--- src/sv/rarm_pkg.sv ---
// shared constants, types and helpers for the rational add/multiply/reduce block
package rarm_pkg;

    localparam int VALUE_WIDTH = 32;
    localparam int FIELD_WIDTH = 32;
    localparam int PROD_WIDTH  = 2 * VALUE_WIDTH;

    typedef logic [VALUE_WIDTH-1:0] t_mag;
    typedef logic [PROD_WIDTH-1:0]  t_prod;
    typedef logic [FIELD_WIDTH-1:0] t_field;

    // sign-magnitude operand
    typedef struct packed {
        logic neg;
        t_mag mag;
    } t_opnd;

    // magnitude of the most negative value at the result width
    localparam t_prod SIGN_MAG = t_prod'(1) << (VALUE_WIDTH - 1);

    // operation kinds
    localparam logic KIND_ADD = 1'b0;
    localparam logic KIND_MUL = 1'b1;

    // status codes
    localparam logic [1:0] ST_OK   = 2'd0;
    localparam logic [1:0] ST_OVF  = 2'd1;
    localparam logic [1:0] ST_ZDEN = 2'd2;

    // split the low bits of a field into sign and magnitude
    function automatic t_opnd to_opnd(input t_field f);
        t_opnd r;
        t_mag  v;
        v     = f[VALUE_WIDTH-1:0];
        r.neg = v[VALUE_WIDTH-1];
        r.mag = r.neg ? (~v + t_mag'(1)) : v;
        return r;
    endfunction

endpackage

--- src/sv/rarm_in_if.sv ---
// input channel: operation kind and two fractions
interface rarm_in_if;
    logic        valid;
    logic        ready;
    logic        kind;
    logic [31:0] left_num;
    logic [31:0] left_den;
    logic [31:0] right_num;
    logic [31:0] right_den;

    modport source (output valid, kind, left_num, left_den, right_num, right_den,
                    input ready);
    modport sink   (input valid, kind, left_num, left_den, right_num, right_den,
                    output ready);
endinterface

--- src/sv/rarm_out_if.sv ---
// output channel: reduced fraction and status
interface rarm_out_if;
    logic        valid;
    logic        ready;
    logic [31:0] result_num;
    logic [31:0] result_den;
    logic [1:0]  status;

    modport source (output valid, result_num, result_den, status, input ready);
    modport sink   (input valid, result_num, result_den, status, output ready);
endinterface

--- src/sv/rarm_mul.sv ---
// shift-add multiplier, one multiplier bit per cycle
module rarm_mul (
    input  logic           i_clk,
    input  logic           i_rst_n,
    input  logic           i_start,
    input  rarm_pkg::t_mag i_a,
    input  rarm_pkg::t_mag i_b,
    output rarm_pkg::t_prod o_prod,
    output logic           o_done
);
    import rarm_pkg::*;

    localparam int CW = $clog2(VALUE_WIDTH + 1);

    logic          r_busy, r_done;
    logic [CW-1:0] r_cnt;
    t_prod         r_acc, r_mcand;
    t_mag          r_mplier;

    // control
    always_ff @(posedge i_clk) begin
        if (!i_rst_n) begin
            r_busy <= 1'b0;
            r_done <= 1'b0;
            r_cnt  <= '0;
        end else begin
            r_done <= 1'b0;
            if (i_start) begin
                r_busy <= 1'b1;
                r_cnt  <= CW'(VALUE_WIDTH);
            end else if (r_busy) begin
                r_cnt <= r_cnt - CW'(1);
                if (r_cnt == CW'(1)) begin
                    r_busy <= 1'b0;
                    r_done <= 1'b1;
                end
            end
        end
    end

    // datapath
    always_ff @(posedge i_clk) begin
        if (i_start) begin
            r_acc    <= '0;
            r_mcand  <= t_prod'(i_a);
            r_mplier <= i_b;
        end else if (r_busy) begin
            if (r_mplier[0]) begin
                r_acc <= r_acc + r_mcand;
            end
            r_mcand  <= r_mcand << 1;
            r_mplier <= r_mplier >> 1;
        end
    end

    assign o_prod = r_acc;
    assign o_done = r_done;
endmodule

--- src/sv/rarm_gcd.sv ---
// binary gcd, one halving or subtraction per cycle
module rarm_gcd (
    input  logic            i_clk,
    input  logic            i_rst_n,
    input  logic            i_start,
    input  rarm_pkg::t_prod i_a,
    input  rarm_pkg::t_prod i_b,
    output rarm_pkg::t_prod o_gcd,
    output logic            o_done
);
    import rarm_pkg::*;

    localparam int KW = $clog2(PROD_WIDTH + 1);
    localparam logic [1:0] G_IDLE = 2'd0;
    localparam logic [1:0] G_RUN  = 2'd1;
    localparam logic [1:0] G_SHL  = 2'd2;

    logic [1:0]    r_state;
    logic          r_done;
    logic [KW-1:0] r_k;
    t_prod         r_a, r_b;

    always_ff @(posedge i_clk) begin
        if (!i_rst_n) begin
            r_state <= G_IDLE;
            r_done  <= 1'b0;
            r_k     <= '0;
        end else begin
            r_done <= 1'b0;
            case (r_state)
                G_IDLE: begin
                    if (i_start) begin
                        r_a     <= i_a;
                        r_b     <= i_b;
                        r_k     <= '0;
                        r_state <= G_RUN;
                    end
                end
                G_RUN: begin
                    // reduce until one side is zero
                    if (r_a == '0) begin
                        r_a     <= r_b;
                        r_state <= G_SHL;
                    end else if (r_b == '0) begin
                        r_state <= G_SHL;
                    end else if (!r_a[0] && !r_b[0]) begin
                        r_a <= r_a >> 1;
                        r_b <= r_b >> 1;
                        r_k <= r_k + KW'(1);
                    end else if (!r_a[0]) begin
                        r_a <= r_a >> 1;
                    end else if (!r_b[0]) begin
                        r_b <= r_b >> 1;
                    end else if (r_a >= r_b) begin
                        r_a <= r_a - r_b;
                    end else begin
                        r_b <= r_b - r_a;
                    end
                end
                G_SHL: begin
                    // restore the common power of two
                    if (r_k == '0) begin
                        r_done  <= 1'b1;
                        r_state <= G_IDLE;
                    end else begin
                        r_a <= r_a << 1;
                        r_k <= r_k - KW'(1);
                    end
                end
                default: r_state <= G_IDLE;
            endcase
        end
    end

    assign o_gcd  = r_a;
    assign o_done = r_done;
endmodule

--- src/sv/rarm_div.sv ---
// restoring divider, one quotient bit per cycle
module rarm_div (
    input  logic            i_clk,
    input  logic            i_rst_n,
    input  logic            i_start,
    input  rarm_pkg::t_prod i_num,
    input  rarm_pkg::t_prod i_den,
    output rarm_pkg::t_prod o_quo,
    output logic            o_done
);
    import rarm_pkg::*;

    localparam int CW = $clog2(PROD_WIDTH + 1);

    logic              r_busy, r_done;
    logic [CW-1:0]     r_cnt;
    t_prod             r_rem, r_quo, r_den;
    logic [PROD_WIDTH:0] rem_sh, rem_sub;
    logic              q_bit;

    // trial subtraction
    always_comb begin
        rem_sh  = {r_rem, r_quo[PROD_WIDTH-1]};
        rem_sub = rem_sh - {1'b0, r_den};
        q_bit   = (rem_sh >= {1'b0, r_den});
    end

    // control
    always_ff @(posedge i_clk) begin
        if (!i_rst_n) begin
            r_busy <= 1'b0;
            r_done <= 1'b0;
            r_cnt  <= '0;
        end else begin
            r_done <= 1'b0;
            if (i_start) begin
                r_busy <= 1'b1;
                r_cnt  <= CW'(PROD_WIDTH);
            end else if (r_busy) begin
                r_cnt <= r_cnt - CW'(1);
                if (r_cnt == CW'(1)) begin
                    r_busy <= 1'b0;
                    r_done <= 1'b1;
                end
            end
        end
    end

    // datapath
    always_ff @(posedge i_clk) begin
        if (i_start) begin
            r_rem <= '0;
            r_quo <= i_num;
            r_den <= i_den;
        end else if (r_busy) begin
            r_rem <= q_bit ? rem_sub[PROD_WIDTH-1:0] : rem_sh[PROD_WIDTH-1:0];
            r_quo <= {r_quo[PROD_WIDTH-2:0], q_bit};
        end
    end

    assign o_quo  = r_quo;
    assign o_done = r_done;
endmodule

--- src/sv/rational_add_multiply_reduce_top.sv ---
// rational add/multiply with gcd reduction, one item at a time
// steps: 2 (multiply) or 3 (add) shift-add multiplies, a binary gcd, then 2 divides; a zero den
//   skips the gcd and the divides
// flow: input ready only while the sequencer idles; a finished result waits in the output
//   register while the next item is taken
// reset: synchronous active-low, clears the sequencer and the output valid
module rational_add_multiply_reduce_top (
    input  logic        i_clk,
    input  logic        i_rst_n,
    rarm_in_if.sink     i_in_ch,
    rarm_out_if.source  o_out_ch
);
    import rarm_pkg::*;

    localparam logic [3:0] S_IDLE = 4'd0;
    localparam logic [3:0] S_MUL1 = 4'd1;
    localparam logic [3:0] S_MUL2 = 4'd2;
    localparam logic [3:0] S_MUL3 = 4'd3;
    localparam logic [3:0] S_SUM  = 4'd4;
    localparam logic [3:0] S_GCD  = 4'd5;
    localparam logic [3:0] S_DIV1 = 4'd6;
    localparam logic [3:0] S_DIV2 = 4'd7;
    localparam logic [3:0] S_OUT  = 4'd8;

    logic [3:0] r_state;
    logic       r_mul_start, r_gcd_start, r_div_start;
    logic       r_kind, r_zden;
    t_opnd      r_ln, r_ld, r_rn, r_rd;
    t_prod      r_p1, r_p2, r_g;
    logic       r_s1, r_s2;
    logic       r_num_neg, r_den_neg;
    t_prod      r_num_mag, r_den_mag;
    logic       r_out_valid;
    t_field     r_out_num, r_out_den;
    logic [1:0] r_out_status;

    t_mag  mul_a, mul_b;
    t_prod mul_prod, gcd_val, div_num, div_quo;
    logic  mul_done, gcd_done, div_done;
    logic  in_xfer, out_free;
    logic  a_neg, b_neg, sum_neg;
    t_prod sum_mag;
    t_prod num_bits, den_bits;
    logic  num_fits, den_fits;

    assign in_xfer  = i_in_ch.valid && i_in_ch.ready;
    assign out_free = !r_out_valid || o_out_ch.ready;

    // multiplier operand select
    always_comb begin
        case (r_state)
            S_MUL1: begin
                mul_a = r_ln.mag;
                mul_b = (r_kind == KIND_MUL) ? r_rn.mag : r_rd.mag;
            end
            S_MUL2: begin
                mul_a = r_rn.mag;
                mul_b = r_ld.mag;
            end
            default: begin
                mul_a = r_ld.mag;
                mul_b = r_rd.mag;
            end
        endcase
    end

    assign div_num = (r_state == S_DIV1) ? r_num_mag : r_den_mag;

    // signed magnitude sum of the cross products
    always_comb begin
        a_neg = r_s1 && (r_p1 != '0);
        b_neg = r_s2 && (r_p2 != '0);
        if (a_neg == b_neg) begin
            sum_mag = r_p1 + r_p2;
            sum_neg = a_neg;
        end else if (r_p1 >= r_p2) begin
            sum_mag = r_p1 - r_p2;
            sum_neg = a_neg;
        end else begin
            sum_mag = r_p2 - r_p1;
            sum_neg = b_neg;
        end
        if (sum_mag == '0) begin
            sum_neg = 1'b0;
        end
    end

    // result formatting and range check
    always_comb begin
        num_bits = r_num_neg ? (t_prod'(0) - r_num_mag) : r_num_mag;
        den_bits = r_den_neg ? (t_prod'(0) - r_den_mag) : r_den_mag;
        num_fits = r_num_neg ? (r_num_mag <= SIGN_MAG) : (r_num_mag < SIGN_MAG);
        den_fits = r_den_neg ? (r_den_mag <= SIGN_MAG) : (r_den_mag < SIGN_MAG);
    end

    rarm_mul u_mul (
        .i_clk   (i_clk),
        .i_rst_n (i_rst_n),
        .i_start (r_mul_start),
        .i_a     (mul_a),
        .i_b     (mul_b),
        .o_prod  (mul_prod),
        .o_done  (mul_done)
    );

    rarm_gcd u_gcd (
        .i_clk   (i_clk),
        .i_rst_n (i_rst_n),
        .i_start (r_gcd_start),
        .i_a     (r_num_mag),
        .i_b     (r_den_mag),
        .o_gcd   (gcd_val),
        .o_done  (gcd_done)
    );

    rarm_div u_div (
        .i_clk   (i_clk),
        .i_rst_n (i_rst_n),
        .i_start (r_div_start),
        .i_num   (div_num),
        .i_den   (r_g),
        .o_quo   (div_quo),
        .o_done  (div_done)
    );

    // sequencer
    always_ff @(posedge i_clk) begin
        if (!i_rst_n) begin
            r_state     <= S_IDLE;
            r_mul_start <= 1'b0;
            r_gcd_start <= 1'b0;
            r_div_start <= 1'b0;
            r_out_valid <= 1'b0;
        end else begin
            r_mul_start <= 1'b0;
            r_gcd_start <= 1'b0;
            r_div_start <= 1'b0;
            // output valid: set on a new result, cleared on transfer
            if (r_state == S_OUT && out_free) begin
                r_out_valid <= 1'b1;
            end else if (r_out_valid && o_out_ch.ready) begin
                r_out_valid <= 1'b0;
            end
            case (r_state)
                S_IDLE: begin
                    if (in_xfer) begin
                        r_kind      <= i_in_ch.kind;
                        r_ln        <= to_opnd(i_in_ch.left_num);
                        r_ld        <= to_opnd(i_in_ch.left_den);
                        r_rn        <= to_opnd(i_in_ch.right_num);
                        r_rd        <= to_opnd(i_in_ch.right_den);
                        r_mul_start <= 1'b1;
                        r_state     <= S_MUL1;
                    end
                end
                S_MUL1: begin
                    if (mul_done) begin
                        r_p1        <= mul_prod;
                        r_s1        <= r_ln.neg ^ ((r_kind == KIND_MUL) ? r_rn.neg : r_rd.neg);
                        r_p2        <= '0;
                        r_s2        <= 1'b0;
                        r_mul_start <= 1'b1;
                        r_state     <= (r_kind == KIND_MUL) ? S_MUL3 : S_MUL2;
                    end
                end
                S_MUL2: begin
                    if (mul_done) begin
                        r_p2        <= mul_prod;
                        r_s2        <= r_rn.neg ^ r_ld.neg;
                        r_mul_start <= 1'b1;
                        r_state     <= S_MUL3;
                    end
                end
                S_MUL3: begin
                    if (mul_done) begin
                        r_den_mag <= mul_prod;
                        r_den_neg <= (r_ld.neg ^ r_rd.neg) && (mul_prod != '0);
                        r_state   <= S_SUM;
                    end
                end
                S_SUM: begin
                    if (r_den_mag == '0) begin
                        r_zden    <= 1'b1;
                        r_num_mag <= '0;
                        r_num_neg <= 1'b0;
                        r_den_neg <= 1'b0;
                        r_state   <= S_OUT;
                    end else begin
                        r_zden      <= 1'b0;
                        r_num_mag   <= sum_mag;
                        r_num_neg   <= sum_neg;
                        r_gcd_start <= 1'b1;
                        r_state     <= S_GCD;
                    end
                end
                S_GCD: begin
                    if (gcd_done) begin
                        r_g         <= gcd_val;
                        r_div_start <= 1'b1;
                        r_state     <= S_DIV1;
                    end
                end
                S_DIV1: begin
                    if (div_done) begin
                        r_num_mag   <= div_quo;
                        r_div_start <= 1'b1;
                        r_state     <= S_DIV2;
                    end
                end
                S_DIV2: begin
                    if (div_done) begin
                        r_den_mag <= div_quo;
                        r_state   <= S_OUT;
                    end
                end
                S_OUT: begin
                    // hand the result to the output register once it is free
                    if (out_free) begin
                        r_out_num   <= t_field'($signed(num_bits[VALUE_WIDTH-1:0]));
                        r_out_den   <= t_field'($signed(den_bits[VALUE_WIDTH-1:0]));
                        if (r_zden) begin
                            r_out_status <= ST_ZDEN;
                        end else if (num_fits && den_fits) begin
                            r_out_status <= ST_OK;
                        end else begin
                            r_out_status <= ST_OVF;
                        end
                        r_state <= S_IDLE;
                    end
                end
                default: r_state <= S_IDLE;
            endcase
        end
    end

    assign i_in_ch.ready       = (r_state == S_IDLE);
    assign o_out_ch.valid      = r_out_valid;
    assign o_out_ch.result_num = r_out_num;
    assign o_out_ch.result_den = r_out_den;
    assign o_out_ch.status     = r_out_status;
endmodule
--- src/flat_wrapper.sv ---
// flat-port wrapper written by rule: the top's interface ports become plain ports
module rational_add_multiply_reduce_top_flat import rarm_pkg::*;
  (i_clk, i_rst_n, i_in_ch_valid, i_in_ch_kind, i_in_ch_left_num, i_in_ch_left_den, i_in_ch_right_num, i_in_ch_right_den, i_in_ch_ready, o_out_ch_valid, o_out_ch_result_num, o_out_ch_result_den, o_out_ch_status, o_out_ch_ready);
  rarm_in_if i_in_ch_i ();
  rarm_out_if o_out_ch_i ();
  input  logic i_clk;
  input  logic i_rst_n;
  input wire logic [$bits(i_in_ch_i.valid)-1:0] i_in_ch_valid;
  input wire logic [$bits(i_in_ch_i.kind)-1:0] i_in_ch_kind;
  input wire logic [$bits(i_in_ch_i.left_num)-1:0] i_in_ch_left_num;
  input wire logic [$bits(i_in_ch_i.left_den)-1:0] i_in_ch_left_den;
  input wire logic [$bits(i_in_ch_i.right_num)-1:0] i_in_ch_right_num;
  input wire logic [$bits(i_in_ch_i.right_den)-1:0] i_in_ch_right_den;
  output wire logic [$bits(i_in_ch_i.ready)-1:0] i_in_ch_ready;
  output wire logic [$bits(o_out_ch_i.valid)-1:0] o_out_ch_valid;
  output wire logic [$bits(o_out_ch_i.result_num)-1:0] o_out_ch_result_num;
  output wire logic [$bits(o_out_ch_i.result_den)-1:0] o_out_ch_result_den;
  output wire logic [$bits(o_out_ch_i.status)-1:0] o_out_ch_status;
  input wire logic [$bits(o_out_ch_i.ready)-1:0] o_out_ch_ready;
  assign i_in_ch_i.valid = i_in_ch_valid;
  assign i_in_ch_i.kind = i_in_ch_kind;
  assign i_in_ch_i.left_num = i_in_ch_left_num;
  assign i_in_ch_i.left_den = i_in_ch_left_den;
  assign i_in_ch_i.right_num = i_in_ch_right_num;
  assign i_in_ch_i.right_den = i_in_ch_right_den;
  assign i_in_ch_ready = i_in_ch_i.ready;
  assign o_out_ch_valid = o_out_ch_i.valid;
  assign o_out_ch_result_num = o_out_ch_i.result_num;
  assign o_out_ch_result_den = o_out_ch_i.result_den;
  assign o_out_ch_status = o_out_ch_i.status;
  assign o_out_ch_i.ready = o_out_ch_ready;
  rational_add_multiply_reduce_top u_core (.i_clk(i_clk), .i_rst_n(i_rst_n), .i_in_ch(i_in_ch_i), .o_out_ch(o_out_ch_i));
endmodule
--- config.mk ---
export PLATFORM = sky130hd
export DESIGN_NAME = rational_add_multiply_reduce_top_flat
export DESIGN_NICKNAME = d
export VERILOG_FILES = /design/src/sv/rarm_pkg.sv /design/src/sv/rarm_in_if.sv /design/src/sv/rarm_out_if.sv /design/src/sv/rarm_mul.sv /design/src/sv/rarm_gcd.sv /design/src/sv/rarm_div.sv /design/src/sv/rational_add_multiply_reduce_top.sv /design/src/flat_wrapper.sv
export SDC_FILE = /design/constraint.sdc
export NUM_CORES = 2
export LEC_CHECK = 0
export BUFFER_PORTS_ARGS = -buffer_cell sky130_fd_sc_hd__buf_4
export CORE_ASPECT_RATIO = 1.5
export CORE_MARGIN = 8
export CORE_UTILIZATION = 30
export DETAILED_ROUTE_END_ITERATION = 12
export GPL_ROUTABILITY_DRIVEN = 0
export PLACE_DENSITY_LB_ADDON = 0.15
export SYNTH_ARGS = -nofsm -noshare
export SYNTH_HDL_FRONTEND = slang
export SYNTH_SLANG_ARGS = --single-unit
export TNS_END_PERCENT = 20
--- constraint.sdc ---
create_clock -name i_clk -period 26.3 [get_ports i_clk]
set_input_delay 5.26 -clock i_clk [delete_from_list [all_inputs] [get_ports i_clk]]
set_output_delay 5.26 -clock i_clk [all_outputs]
set_load 0.02 [all_outputs]
Word-level counts from Yosys, hierarchy flattened
Cells that the tools add are included.
{"block": "op_classes", "n_lt_le_gt_ge": 7, "n_reduce_logical": 55, "mux": 100, "eq_ne": 34, "mul": 0, "div": 0, "add_sub_neg": 17, "n_shift": 0, "bitwise": 10}
{"cell": "two-way mux 64 bit", "n": 25}
{"cell": "one-hot mux 64 bit (2 select lines)", "n": 4}
{"cell": "subtractor 64 bit", "n": 5}
{"cell": "zero test 64 bit", "n": 4}
{"cell": "two-way mux 32 bit", "n": 7}
{"cell": "one-hot mux 64 bit (3 select lines)", "n": 1}
{"cell": "nonzero test 64 bit", "n": 3}
{"cell": "adder 32 x 1 -> 32 bit (second input constant)", "n": 4}
{"cell": "adder 64 bit", "n": 2}
{"cell": "greater-or-equal comparator 64 bit", "n": 2}
{"cell": "less-or-equal comparator 64 x 32 -> 1 bit (second input constant)", "n": 2}
{"cell": "< comparator 64 x 32 -> 1 bit (second input constant)", "n": 2}
{"cell": "NOT 32 bit", "n": 4}
{"cell": "one-hot mux 32 bit (2 select lines)", "n": 2}
{"cell": "two-way mux 31 bit", "n": 4}
{"cell": "greater-or-equal comparator 65 x 64 -> 1 bit", "n": 1}
{"cell": "subtractor 1 x 32 -> 32 bit (first input constant)", "n": 2}
{"cell": "two-way mux 7 bit", "n": 7}
{"cell": "two-way mux 4 bit", "n": 9}
{"cell": "one-hot mux 4 bit (9 select lines)", "n": 1}
{"cell": "two-way mux 1 bit", "n": 28}
{"cell": "!= test 2 bit (second input constant)", "n": 12}
{"cell": "one-hot mux 7 bit (3 select lines)", "n": 1}
{"cell": "AND reduction 3 bit", "n": 6}
{"cell": "38 further kinds", "n": 85}
{"block": "word_totals", "wordCells": 276, "memories": 0, "reg_bits": 1039, "in_bits": 133, "out_inout_bits": 68, "latchBits": 0, "rom_bits": 0, "ram_bits": 0}

Longest topological paths before layout
{"block": "logic_depth", "word_depth": 8, "mapped_depth": 22, "ltp_nobuf": 18}

Hierarchy
Synthesis repeated with hierarchy kept, for this count alone.
{"block": "unflattened", "hier_cells": 8141, "hier_area_um2": 73778.3}
{"mod": "rational_add_multiply_reduce_top", "cells_each": 3770, "n_inst": 1, "seq_area_each_um2": 15895.2, "area_each_um2": 35896.9}
{"mod": "rarm_gcd", "cells_each": 2072, "n_inst": 1, "seq_area_each_um2": 4043.9, "area_each_um2": 15979.1}
{"mod": "rarm_div", "cells_each": 1197, "n_inst": 1, "seq_area_each_um2": 5305.1, "area_each_um2": 11746.3}
{"mod": "rarm_mul", "cells_each": 1102, "n_inst": 1, "seq_area_each_um2": 4003.8, "area_each_um2": 10156.0}

Worst setup path before layout
Ideal clock, no wire load.
{"block": "synth_path", "kind": "in2reg", "start": "input port i_rst_n", "end": "register u_core.r_g[0], enable pin", "required_ns": 25.653, "t_arrival_ns": 11.846, "path_stages": 3, "n_path_buf": 1, "path_slack_ns": 13.807, "setup_time_ns": 0.647, "cell_sequence": "clkbuf_1 -> inv_1 -> nor4_1"}
{"block": "synth_via", "elab_chain_cells": 1}
{"item": "from (decl)", "line_no": "flat_wrapper.sv:7", "rtl": "input logic i_rst_n;"}
{"item": "AND reduction 3 bit (no source line)"}
{"item": "to (signal assigned)", "line_no": "rational_add_multiply_reduce_top.sv:198", "rtl": "r_g <= gcd_val;"}
{"item": "to (decl)", "line_no": "rational_add_multiply_reduce_top.sv:29", "rtl": "t_prod r_p1, r_p2, r_g;"}
No other way between the ends.
A chain may end at the register's enable or synchronous reset.

Worst setup path after layout
{"block": "layout_path", "start": "input port i_in_ch_right_den[4]", "end": "register u_core.r_rd[30] in the netlist's numbering (data pin)"}
{"block": "layout_via", "elab_chain_cells": 3}
{"item": "from (decl)", "line_no": "flat_wrapper.sv:13", "rtl": "input wire logic [$bits(i_in_ch_i.right_den)-1:0] i_in_ch_right_den;"}
{"item": "NOT 32 bit", "line_no": "rarm_pkg.sv:36", "rtl": "r.mag = r.neg ? (~v + t_mag'(1)) : v;"}
{"item": "adder 32 x 1 -> 32 bit", "line_no": "rarm_pkg.sv:36"}
{"item": "two-way mux 31 bit", "line_no": "rarm_pkg.sv:36"}
{"item": "to (signal assigned)", "line_no": "rational_add_multiply_reduce_top.sv:151", "rtl": "r_rd <= to_opnd(i_in_ch.right_den);"}
{"item": "to (decl)", "line_no": "rational_add_multiply_reduce_top.sv:28", "rtl": "t_opnd r_ln, r_ld, r_rn, r_rd;"}
No other way between the ends.

==> metrics.txt <==
status finished with violations; failing checks max-capacitance violations, max-slew violations; Avg Cell Area, Syn 9.10 um2; Layout area overhead 11.9%; Inserted Clock Buffers 115; Max Slew Vio Count 3; antenna-violating nets left 0; placed cell count 10900; worst slew pin tran 1.53 ns; Post-synth EDFFs 844; f_max 130 MHz; Die Width 416 um; Arrival @ worst endpoint 8.24 ns; Critical Path Start Type input pin; Synth Flop Type edfxtp_1; CTS Sinks 1039; io pins 201; r2r endpoint u_core.r_num_neg; Setup Viol. Count Final 0; Yosys reg bits 1039; post-route cell area 80500 um2; Synth cell types 95; post-route clock skew 0.0359 ns; Hold Buf Count CTS 0; number of cells on the worst hold path 0; Post-Synth Adder-Cell Area 8.31%; initial antenna violation count 14; total power 0.00711 W; first-pass GRT wire length 400000 um; xor-xnor portion of the synthesized cell area 5.86%; largest family of logic cells by synthesized area compound AO/OA/AOI/OAI gates; reg2reg path depth 18; crit path max fanout 4; crit-path leading delay family simple AND/OR/NAND/NOR gates; clk slew on worst S/H paths 0.06 ns; Largest stage delay, worst path 0.48 ns; clk root buf clkbuf_16; fin crit period 7.71 ns; synth cell count leaders edfxtp_1 (844), a21oi_1 (767), nor2_1 (738); max cap viols 1; period utilization 29.3%; CP max stage cell or4_1; PortBufs 200; drt total wl 273000 um; Post-Synthesis Cells 7908; Crit Path Class input pin to flop; drt via density 5.53; via count 61300; FF-to-FF setup slack 19.07 ns; Cell Area, Synth 71900 um2; required time worst endpoint 26.83 ns; Layout Nets 8481; Die ar. 256000 um2; ranking of synthesized cells by area edfxtp_1 (35%), ha_1 (8.1%), dfxtp_1 (5.4%); simple-gate portion of the synthesized area 15.4%; Power Dens Cells 88.4 nW/um2; die outline height 616 um; total global-route track usage 20.2%; largest net degree at the start of global routing 99; clk buf depth 3; CTS tree yes; layout cells sized above 1 7.95%; # rows 220; vias in the first global route 61800; WL per Instance 24.7 um; top-count cell post-synth edfxtp_1; unrepaired setup endpoints after global routing false; First-pass DRT Iterations 7; setup TNS 0 ns; WP buf/inv 2; clk_lat worst skew 0.79 ns; mux share of post-synthesis cell area 2.61%; DRC Markers 0; Worst slew margin -4.58%; crit-path cells buf_4 > or3_1 > nor3_1 > nand2_1 > or3_1 > or4_1 > or4_1 > or3_1 > inv_1 > nand2_1 > o21ai_0 > xnor2_1; Starting Density 30.1%; setup bufs post-CTS 0; Worst R2R Start u_core.r_p2[58]; CTS HTree Levels 3; Detail Placement HPWL 215000 um; Seq/Total Area, Yosys 40.7%; post-synth top area cell edfxtp_1; Mapped Nets 8514; Synth Area in Compound Gates 22.1%; Finished Layout Cells 11100; CTS resizes 0; Async SR Flop Fraction 0%; worst vdd ir 0.0621 mV; worst min path class flop to flop; 1st-iter DRT viols 4713; final hold viol count 0; core area 239000 um2; YS warnings 0; CP Capture Type flop; DP Area 76500 um2; CP dominant cell by count or3_1; Worst Hold End u_core.u_div.r_den[44]; gr ovfl total 0; HP Start u_core.r_g[44]; leakage power 31.6 nW; share of the synthesized area in the top cell type 35.2%
[through the flow]
step | hold WS (ns) | util (%) | setup slack (ns)
after detailed placement | 0.405 | 32.0 | 17.76
after floorplan | 0.400 | - | 13.81
after global routing | 0.396 | 33.7 | 18.34
after CTS | 0.382 | 33.7 | 18.60
final | 0.390 | 33.7 | 18.59
after global placement | 0.401 | 32.0 | 17.59
[worst max-delay path by stage]
stage               cells past startpoint  slack, ns                  from         endpoint
floorplan                               3      13.81               i_rst_n    u_core.r_g[0]
global placement                       12      17.59  i_in_ch_right_den[4]  u_core.r_rd[30]
detailed placement                     12      17.76  i_in_ch_right_den[4]  u_core.r_rd[30]
CTS                                    12      18.60  i_in_ch_right_den[4]  u_core.r_rd[30]
global route                           12      18.34  i_in_ch_right_den[4]  u_core.r_rd[30]
finish                                 12      18.59  i_in_ch_right_den[4]  u_core.r_rd[30]
[area by class of cell]
cell class                 instances  area, um2
fill                           24600     158000
tap                             3108       3890
timing repair buffer             283       2120
multi-input combinational       5930      39300
inverter                         506       1900
sequential                      1039      29300
clock inverter                    73        877
antenna                            8       20.0
clock buffer                     143       3060
[placed cells by master (no fill, tap or decap), drive strengths merged, types with 65 or more instances in the layout]
cell type  instances
nor3             144
a31oi            134
mux2i            109
nand2            621
buf              283
nor2             741
nand3            113
inv              509
a21o             269
a311oi            68
clkbuf           143
a21oi            768
and3             100
or3               65
mux2              70
a22oi            153
xnor2            372
nand2b            72
nand4            117
xor2             109
o21ai            392
ha               465
o21bai           102
dfxtp            195
nor4             148
edfxtp           844
o31ai             89
[kinds of logic (layout without fill, tap and decap cells)]
family | count (synthesis) | after routing
AOI/OAI and AO/OA | 2461 | 2461
and+or+nand+nor | 2336 | 2336
muxes | 179 | 179
buffers and inverters | 939 | 1005
xor gates and xnor gates | 481 | 481
DFF | 1039 | 1039
adders and majority gates | 473 | 473
other | 0 | 8
[report_power, final]
group          internal [W]  switching (W)  total, W
sequential          0.00212       0.000333   0.00246
combinational       0.00107        0.00188   0.00294
clock              0.000984       0.000728   0.00171
total               0.00417        0.00294   0.00711
[per-layer routing]
layer / up-vias / wire [um] / global-route usage (%)
li1: 29100 / - / -
met1: 29700 / 103000 / 22.2
met2: 1912 / 140000 / 37.7
met3: 606 / 11300 / 2.18
met4: 0 / 18800 / 11.5
met5: - / 0 / 0
[worst register-to-register path: stages, from the launching register on]
cell and delay (ns):
edfxtp_1 0.81, inv_1 0.11, ha_1 0.68, nand4_1 0.21
nor2b_1 0.24, a22oi_1 0.10, a31oi_1 0.71, nor3_1 0.24
a21oi_4 0.83, buf_4 0.57, nand2_1 0.16, a31oi_1 0.21
xnor2_1 0.10, or4_1 0.56, or4b_1 0.62, nor4_1 0.31
buf_4 0.21, and4_1 0.19, a31oi_1 0.08
[state kept, by name (all words and copies together) (netlist names), 6 cells and up]
signal and flops:
u_core.r_den_mag 64, u_core.r_g 64, u_core.r_num_mag 64, u_core.r_p1 64
u_core.r_p2 64, u_core.u_div.o_quo 64, u_core.u_div.r_den 64, u_core.u_div.r_rem 64
u_core.u_gcd.o_gcd 64, u_core.u_gcd.r_b 64, u_core.u_mul.o_prod 64, u_core.u_mul.r_mcand 64
u_core.r_ld 33, u_core.r_ln 33, u_core.r_rd 33, u_core.r_rn 33
u_core.o_out_ch.result_den 32, u_core.o_out_ch.result_num 32, u_core.u_mul.r_mplier 32, u_core.u_div.r_cnt 7
u_core.u_gcd.r_k 7, u_core.u_mul.r_cnt 6
Power figures use the tool's default switching activity.
